### config.mk
export PLATFORM = sky130hd
export DESIGN_NAME = key_hold_repeat_detector
export DESIGN_NICKNAME = d
export VERILOG_FILES = /design/src/khr_pkg.sv /design/src/key_hold_repeat_detector.sv /design/src/khr_eval.sv
export SDC_FILE = /design/constraint.sdc
export NUM_CORES = 1
export LEC_CHECK = 0
export BUFFER_PORTS_ARGS = -buffer_cell sky130_fd_sc_hd__buf_4
export CAP_MARGIN = 5
export CORE_MARGIN = 2
export CORE_UTILIZATION = 47
export CTS_BUF_LIST = sky130_fd_sc_hd__clkbuf_16
export DETAILED_ROUTE_END_ITERATION = 12
export GPL_TIMING_DRIVEN = 0
export PLACE_DENSITY_LB_ADDON = 0.25
export SLEW_MARGIN = 30
export SYNTH_ARGS = -nofsm -noshare
export SYNTH_HDL_FRONTEND = slang
export SYNTH_SLANG_ARGS = --single-unit
### constraint.sdc
create_clock -name clk -period 9.6 [get_ports clk]
set_input_delay 0.96 -clock clk [delete_from_list [all_inputs] [get_ports clk]]
set_output_delay 0.96 -clock clk [all_outputs]
set_load 0.1 [all_outputs]
### src/khr_pkg.sv
`default_nettype none

package khr_pkg;

    localparam int NUM_KEYS_DEF = 3;

    localparam int COUNT_W = 8;
    localparam logic [COUNT_W-1:0] COUNT_MAX = 8'd255;

    localparam int THRESH_W = 8;
    localparam logic [THRESH_W-1:0] HOLD_RESET = 8'd10;

    localparam int CFG_INDEX_W = 8;
    localparam int CFG_DATA_W = 8;

    localparam logic [CFG_INDEX_W-1:0] REG_REPEAT_MODE = 8'd0;
    localparam logic [CFG_INDEX_W-1:0] REG_HOLD_THRESHOLD = 8'd1;

    typedef enum logic [1:0] {
        CHG_NONE    = 2'd0,
        CHG_PRESS   = 2'd1,
        CHG_RELEASE = 2'd2
    } change_kind_t;

endpackage

`default_nettype wire

### src/key_hold_repeat_detector.sv
// key_hold_repeat_detector
//
// Each input beat on in_valid/in_ready is one poll tick carrying pin_levels,
// one active-low bit per key. Every tick yields exactly one output beat on
// out_valid/out_ready with report_valid/report_key (long press or repeat)
// and change_kind/change_key (press or release edge seen this tick).
// Configuration writes arrive on cfg_valid/cfg_ready with cfg_index and
// cfg_data: index 0 is repeat_mode, index 1 is hold_threshold; other indexes
// are ignored. cfg_ready is always high; write only while the block is idle.
// An input beat passes through the input register, then the per-key priority
// logic feeding the output register, where the key state is updated as well.
// One tick is accepted every cycle while the receiver does not stall.
// When the receiver stalls, the result waits in the output register and one
// more tick can wait in the input register; after that in_ready drops.
// Reset releases all keys, clears hold counts, sets repeat_mode to 0 and
// hold_threshold to 10, and empties both registers.
`default_nettype none

module key_hold_repeat_detector #(
    parameter int NUM_KEYS = khr_pkg::NUM_KEYS_DEF
) (
    input  wire logic                                 clk,
    input  wire logic                                 rst_n,
    input  wire logic                                 in_valid,
    output logic                                      in_ready,
    input  wire logic [NUM_KEYS-1:0]                  pin_levels,
    output logic                                      out_valid,
    input  wire logic                                 out_ready,
    output logic                                      report_valid,
    output logic [((NUM_KEYS > 1) ? $clog2(NUM_KEYS) : 1)-1:0] report_key,
    output logic [1:0]                                change_kind,
    output logic [((NUM_KEYS > 1) ? $clog2(NUM_KEYS) : 1)-1:0] change_key,
    input  wire logic                                 cfg_valid,
    output logic                                      cfg_ready,
    input  wire logic [khr_pkg::CFG_INDEX_W-1:0]      cfg_index,
    input  wire logic [khr_pkg::CFG_DATA_W-1:0]       cfg_data
);

    localparam int KEY_W = (NUM_KEYS > 1) ? $clog2(NUM_KEYS) : 1;

    logic                                        repeat_mode_reg;
    logic [khr_pkg::THRESH_W-1:0]                threshold_reg;
    logic                                        s1_valid_reg;
    logic [NUM_KEYS-1:0]                         s1_pins_reg;
    logic [NUM_KEYS-1:0]                         flags_reg;
    logic [NUM_KEYS-1:0]                         flags_next;
    logic [NUM_KEYS-1:0][khr_pkg::COUNT_W-1:0]   counts_reg;
    logic [NUM_KEYS-1:0][khr_pkg::COUNT_W-1:0]   counts_next;
    logic                                        out_valid_reg;
    logic                                        report_valid_reg;
    logic                                        report_valid_next;
    logic [KEY_W-1:0]                            report_key_reg;
    logic [KEY_W-1:0]                            report_key_next;
    khr_pkg::change_kind_t                       change_kind_reg;
    khr_pkg::change_kind_t                       change_kind_next;
    logic [KEY_W-1:0]                            change_key_reg;
    logic [KEY_W-1:0]                            change_key_next;
    logic                                        s1_fire;
    logic                                        cfg_fire;

    assign s1_fire  = s1_valid_reg && (!out_valid_reg || out_ready);
    assign in_ready = !s1_valid_reg || s1_fire;
    assign cfg_ready = 1'b1;
    assign cfg_fire  = cfg_valid && cfg_ready;

    khr_eval #(
        .NUM_KEYS(NUM_KEYS)
    ) u_eval (
        .pins         (s1_pins_reg),
        .flags        (flags_reg),
        .counts       (counts_reg),
        .repeat_mode  (repeat_mode_reg),
        .threshold    (threshold_reg),
        .flags_next   (flags_next),
        .counts_next  (counts_next),
        .report_valid (report_valid_next),
        .report_key   (report_key_next),
        .change_kind  (change_kind_next),
        .change_key   (change_key_next)
    );

    // configuration registers
    always_ff @(posedge clk or negedge rst_n)
    begin
        if (!rst_n)
        begin
            repeat_mode_reg <= 1'b0;
            threshold_reg   <= khr_pkg::HOLD_RESET;
        end
        else if (cfg_fire)
        begin
            unique case (cfg_index)
                khr_pkg::REG_REPEAT_MODE:    repeat_mode_reg <= cfg_data[0];
                khr_pkg::REG_HOLD_THRESHOLD: threshold_reg   <= cfg_data;
                default: ;
            endcase
        end
    end

    // input register
    always_ff @(posedge clk or negedge rst_n)
    begin
        if (!rst_n)
        begin
            s1_valid_reg <= 1'b0;
        end
        else if (in_ready)
        begin
            s1_valid_reg <= in_valid;
        end
    end

    always_ff @(posedge clk)
    begin
        if (in_valid && in_ready)
        begin
            s1_pins_reg <= pin_levels;
        end
    end

    // key state
    always_ff @(posedge clk or negedge rst_n)
    begin
        if (!rst_n)
        begin
            flags_reg  <= '0;
            counts_reg <= '0;
        end
        else if (s1_fire)
        begin
            flags_reg  <= flags_next;
            counts_reg <= counts_next;
        end
    end

    // output register
    always_ff @(posedge clk or negedge rst_n)
    begin
        if (!rst_n)
        begin
            out_valid_reg <= 1'b0;
        end
        else if (s1_fire)
        begin
            out_valid_reg <= 1'b1;
        end
        else if (out_ready)
        begin
            out_valid_reg <= 1'b0;
        end
    end

    always_ff @(posedge clk)
    begin
        if (s1_fire)
        begin
            report_valid_reg <= report_valid_next;
            report_key_reg   <= report_key_next;
            change_kind_reg  <= change_kind_next;
            change_key_reg   <= change_key_next;
        end
    end

    assign out_valid    = out_valid_reg;
    assign report_valid = report_valid_reg;
    assign report_key   = report_key_reg;
    assign change_kind  = change_kind_reg;
    assign change_key   = change_key_reg;

endmodule

`default_nettype wire

### src/khr_eval.sv
`default_nettype none

module khr_eval #(
    parameter int NUM_KEYS = khr_pkg::NUM_KEYS_DEF
) (
    input  wire logic [NUM_KEYS-1:0]                         pins,
    input  wire logic [NUM_KEYS-1:0]                         flags,
    input  wire logic [NUM_KEYS-1:0][khr_pkg::COUNT_W-1:0]   counts,
    input  wire logic                                        repeat_mode,
    input  wire logic [khr_pkg::THRESH_W-1:0]                threshold,
    output logic      [NUM_KEYS-1:0]                         flags_next,
    output logic      [NUM_KEYS-1:0][khr_pkg::COUNT_W-1:0]   counts_next,
    output logic                                             report_valid,
    output logic      [((NUM_KEYS > 1) ? $clog2(NUM_KEYS) : 1)-1:0] report_key,
    output khr_pkg::change_kind_t                            change_kind,
    output logic      [((NUM_KEYS > 1) ? $clog2(NUM_KEYS) : 1)-1:0] change_key
);

    localparam int KEY_W = (NUM_KEYS > 1) ? $clog2(NUM_KEYS) : 1;

    always_comb
    begin
        logic [NUM_KEYS-1:0] diff;
        logic [NUM_KEYS-1:0][khr_pkg::COUNT_W-1:0] counts_t;
        logic [khr_pkg::COUNT_W-1:0] inc;
        logic found;
        logic done;
        logic stop;

        diff         = ~(flags ^ pins);
        found        = 1'b0;
        done         = 1'b0;
        stop         = 1'b0;
        inc          = '0;
        flags_next   = flags;
        counts_t     = counts;
        report_valid = 1'b0;
        report_key   = '0;
        change_kind  = khr_pkg::CHG_NONE;
        change_key   = '0;

        // lowest key whose inverted pin disagrees with its flag toggles
        for (int k = 0; k < NUM_KEYS; k++)
        begin
            if (diff[k] && !found)
            begin
                found         = 1'b1;
                flags_next[k] = ~flags[k];
                change_key    = KEY_W'(k);
                if (!flags[k])
                begin
                    change_kind = khr_pkg::CHG_PRESS;
                    counts_t[k] = '0;
                end
                else
                begin
                    change_kind = khr_pkg::CHG_RELEASE;
                    if (!repeat_mode && (counts[k] >= threshold))
                    begin
                        report_valid = 1'b1;
                        report_key   = KEY_W'(k);
                        done         = 1'b1;
                    end
                end
            end
        end

        counts_next = counts_t;

        // held keys count up unless a release was reported; in repeat mode the first to qualify stops the rest
        if (!done)
        begin
            for (int k = 0; k < NUM_KEYS; k++)
            begin
                if (flags_next[k] && !stop)
                begin
                    inc = (counts_t[k] == khr_pkg::COUNT_MAX) ? counts_t[k]
                                                              : counts_t[k] + 8'd1;
                    counts_next[k] = inc;
                    if (repeat_mode && (inc >= threshold))
                    begin
                        counts_next[k] = '0;
                        report_valid   = 1'b1;
                        report_key     = KEY_W'(k);
                        stop           = 1'b1;
                    end
                end
            end
        end
    end

endmodule

`default_nettype wire

==> flow_summary.toml <==
[run_status]
status = "finished clean"

[placed_design]
dp_slack_ns = 3.92
hpwlAfterDp_mm = 7.34
numPortBuffers = 32
dp_cells = 552
place_congestion = 0.896
placed_cell_area_um2 = 4290

[sta]
rsz0062_at_grt = "no"
skew_ns = 0.00505
finalCriticalPeriod_ns = 5.78
hold_violations = 0
setup_viol_count_final = 0
whs_ns = 0.509
timing.final.ws_setup_ns = 3.82
slew_headroom_pct = 45.3
fin_crit_sh_pct = 60.2
tightest_slew_ns = 0.813
fmax_ghz = 0.173
finalSetupTns_ns = 0
maxSlewViolCount = 0

[grt]
overflow = 0
grt_pass1_vias = 3276
grt_max_degree = 39
grt_use_total_pct = 22.5
antenna_found_initial = 0
grt_pass1_wl_mm = 15.9

[worst_setup_path]
r2r_start = "flags_reg[0]"
crit_chain = "inv_1 > ha_1 > inv_1 > nor3_1 > clkbuf_1 > nor2_1 > ha_1 > nand3_1 > or3_1 > buf_2 > nand4_1 > or3_1 > a21oi_1 > ha_1 > and3_1 > o2111ai_1 > a2bb2oi_2 > a2bb2oi_2 > and4_4 > nor3b_4 > a22o_2"
crit_fanout = 10
crit-reg2reg-capture = "counts_reg[19]"
worstSetupPathType = "register to register"
cp_num_buf_inv = 4
slowest_delay_ns = 0.52
required_ns = 9.83
critPathTopFamily = "simple AND/OR/NAND/NOR gates"
crit_arrival_ns = 6.01
cp-start-kind = "register"
reg2reg_slack_ns = 3.82
slowest_stage = "dfrtp_1"
crit_path_end_kind = "register"
r2r_cells = 21
path_common_cell = "ha_1"
critical_path_depth = 21

[min_path]
whs_endpoint = "threshold_reg[6]"
whs_path_depth = 1
hold_class = "register to register"
hold_start = "threshold_reg[6]"

[logic_synthesis]
synthAdderAreaFrac_pct = 16.9
synth_top_area_share_pct = 23.0
synth-main-ff-cell = "dfrtp_1"
synth-seq-cells = 48
yosys.area_share.xor_xnor_pct = 3.32
syn_area_per_cell_um2 = 9.45
synth_cell_types = 64
yosysSeqAreaShare_pct = 32.0
async_flop_share_pct = 79.2
synth_mux_area_share_pct = 3.45
yosys.area.top_type = "dfrtp_1"
synth_compound_area_share_pct = 20.0
synth_edf_count = 10
syn-num-nets = 492
synthesis.area_um2 = 3920
synth.area.top_cells = "dfrtp_1 23%, ha_1 17%, edfxtp_1 7.7%, nand2_1 3.5%, mux2_2 3.4%"
yosysWarnings = 0
synth_top_family_by_area = "compound AO/OA/AOI/OAI gates"
synthCells = 415
synth-simple-area-share_pct = 19.6

[cts]
cts_resized = 0
cts_root_buf = "clkbuf_16"
postCtsHoldBufs = 0
clkTransAtPathRegs_ns = 0.07
cts_setup_buffers = 0
numCtsBuffers = 5
cts_max_level = 2
insertion_delay_ns = 0.29
cts_max_path_buffers = 2
cts_tree = "yes"
clock_sinks = 48

[route]
vias = 3315
first_pass_iters = 5
wl_per_cell_um = 17.2
postRouteAntennaNets = 0
routed_wirelength_mm = 9.61
drc = 0
drt_iter0_drc = 167
drt-vias-per-instance = 5.92

[layout]
fin_cells = 560
final_util_pct = 54.5
areaGrowthSynthToFinish_pct = 13.1
design_area_um2 = 4430
diodes = 0
fin_nets = 531
drive_above_1_share_pct = 19.1
largest_register_ffs = 24

[pwr]
power.density_nw_per_um2 = 248
p_leak_nw = 1.94
total_power_mw = 1.10
ir_worst_vdd_mv = 0.106

[die]
ios = 34
core-area_um2 = 8130
rows = 33
start_util_pct = 48.2
die_w_um = 95.3
die_y_um = 95.3
dieArea_um2 = 9090

[job]
max_cap_violations = 0
-- cell type report --
cell class,count,area [um2]
clock buffers,5,125
well taps,105,131
plain buffers,10,98.8
multi-input cells,335,2490
fillers,736,3700
clock inverters,3,15.0
inverters,22,82.6
repair buffers,32,240
flip-flops and latches,48,1250
-- cell usage after synthesis, types with 6 or more instances --
cell type / n
edfxtp_1: 10
ha_1: 53
nor3_1: 14
a21oi_1: 20
a22o_2: 7
nand2_1: 37
a211oi_1: 7
nand4_1: 14
inv_1: 22
dfrtp_1: 36
o21ai_0: 20
mux2_2: 12
nand3_1: 17
a31oi_1: 7
nor2_1: 24
xor2_1: 7
xnor2_1: 6
nor2b_1: 8
a22o_1: 6
nand2b_1: 9
-- worst max path at each step --
stage,from,end,slack [ns]
detailed placement,flags_reg[0],counts_reg[19],3.92
global placement,flags_reg[0],counts_reg[17],4.05
finish,flags_reg[0],counts_reg[19],3.82
global route,flags_reg[0],counts_reg[19],3.44
floorplan,flags_reg[0],counts_reg[20],4.98
CTS,flags_reg[0],counts_reg[19],3.86
-- layer usage --
| metal | wire [um] | GRT usage (%) |
|---|---|---|
| met1 | 4400 | 30.5 |
| met4 | 80 | 5.56 |
| met2 | 4800 | 37.8 |
| met5 | 0 | 0 |
| met3 | 330 | 3.32 |
-- cell usage in the layout (no fill, tap or decap), types with 4 or more instances in the layout --
cell       synthesis  layout
clkbuf_16          0       5
inv_1             22      23
a31o_1             5       5
a31oi_1            7       7
xor2_1             7       7
ha_1              53      53
nand2b_1           9       9
nor4_1             4       4
a22o_2             7       7
a21oi_1           20      20
o21a_1             4       4
a211oi_1           7       7
mux2_2            12      12
nand2_1           37      37
nand4_1           14      14
and2_1             5       5
nor2_1            24      24
buf_4              1      33
edfxtp_1          10      10
a22o_1             6       6
nor3_1            14      14
xnor2_1            6       6
o22ai_1            5       5
nand3_1           17      17
o21ai_0           20      20
dfrtp_1           36      36
a21o_1             5       5
clkbuf_8           4       4
nor2b_1            8       8
-- logic make-up after synthesis --
group	count (synthesis)
other	1
buffers and inverters	32
xor gates and xnor gates	14
adders and majority gates	53
AOI/OAI and AO/OA	107
muxes	12
DFF	48
and+or+nand+nor	148
-- power breakdown --
| part | switching (mW) | internal, mW | total, mW | leakage (nW) |
|---|---|---|---|---|
| Combinational | 0.370 | 0.252 | 0.622 | 1.28 |
| Sequential | 0.0493 | 0.253 | 0.302 | 0.589 |
| Clock | 0.0798 | 0.0952 | 0.175 | 0.0713 |
| Total | 0.499 | 0.600 | 1.10 | 1.94 |
Note: power is estimated with default switching activity, not from simulation.
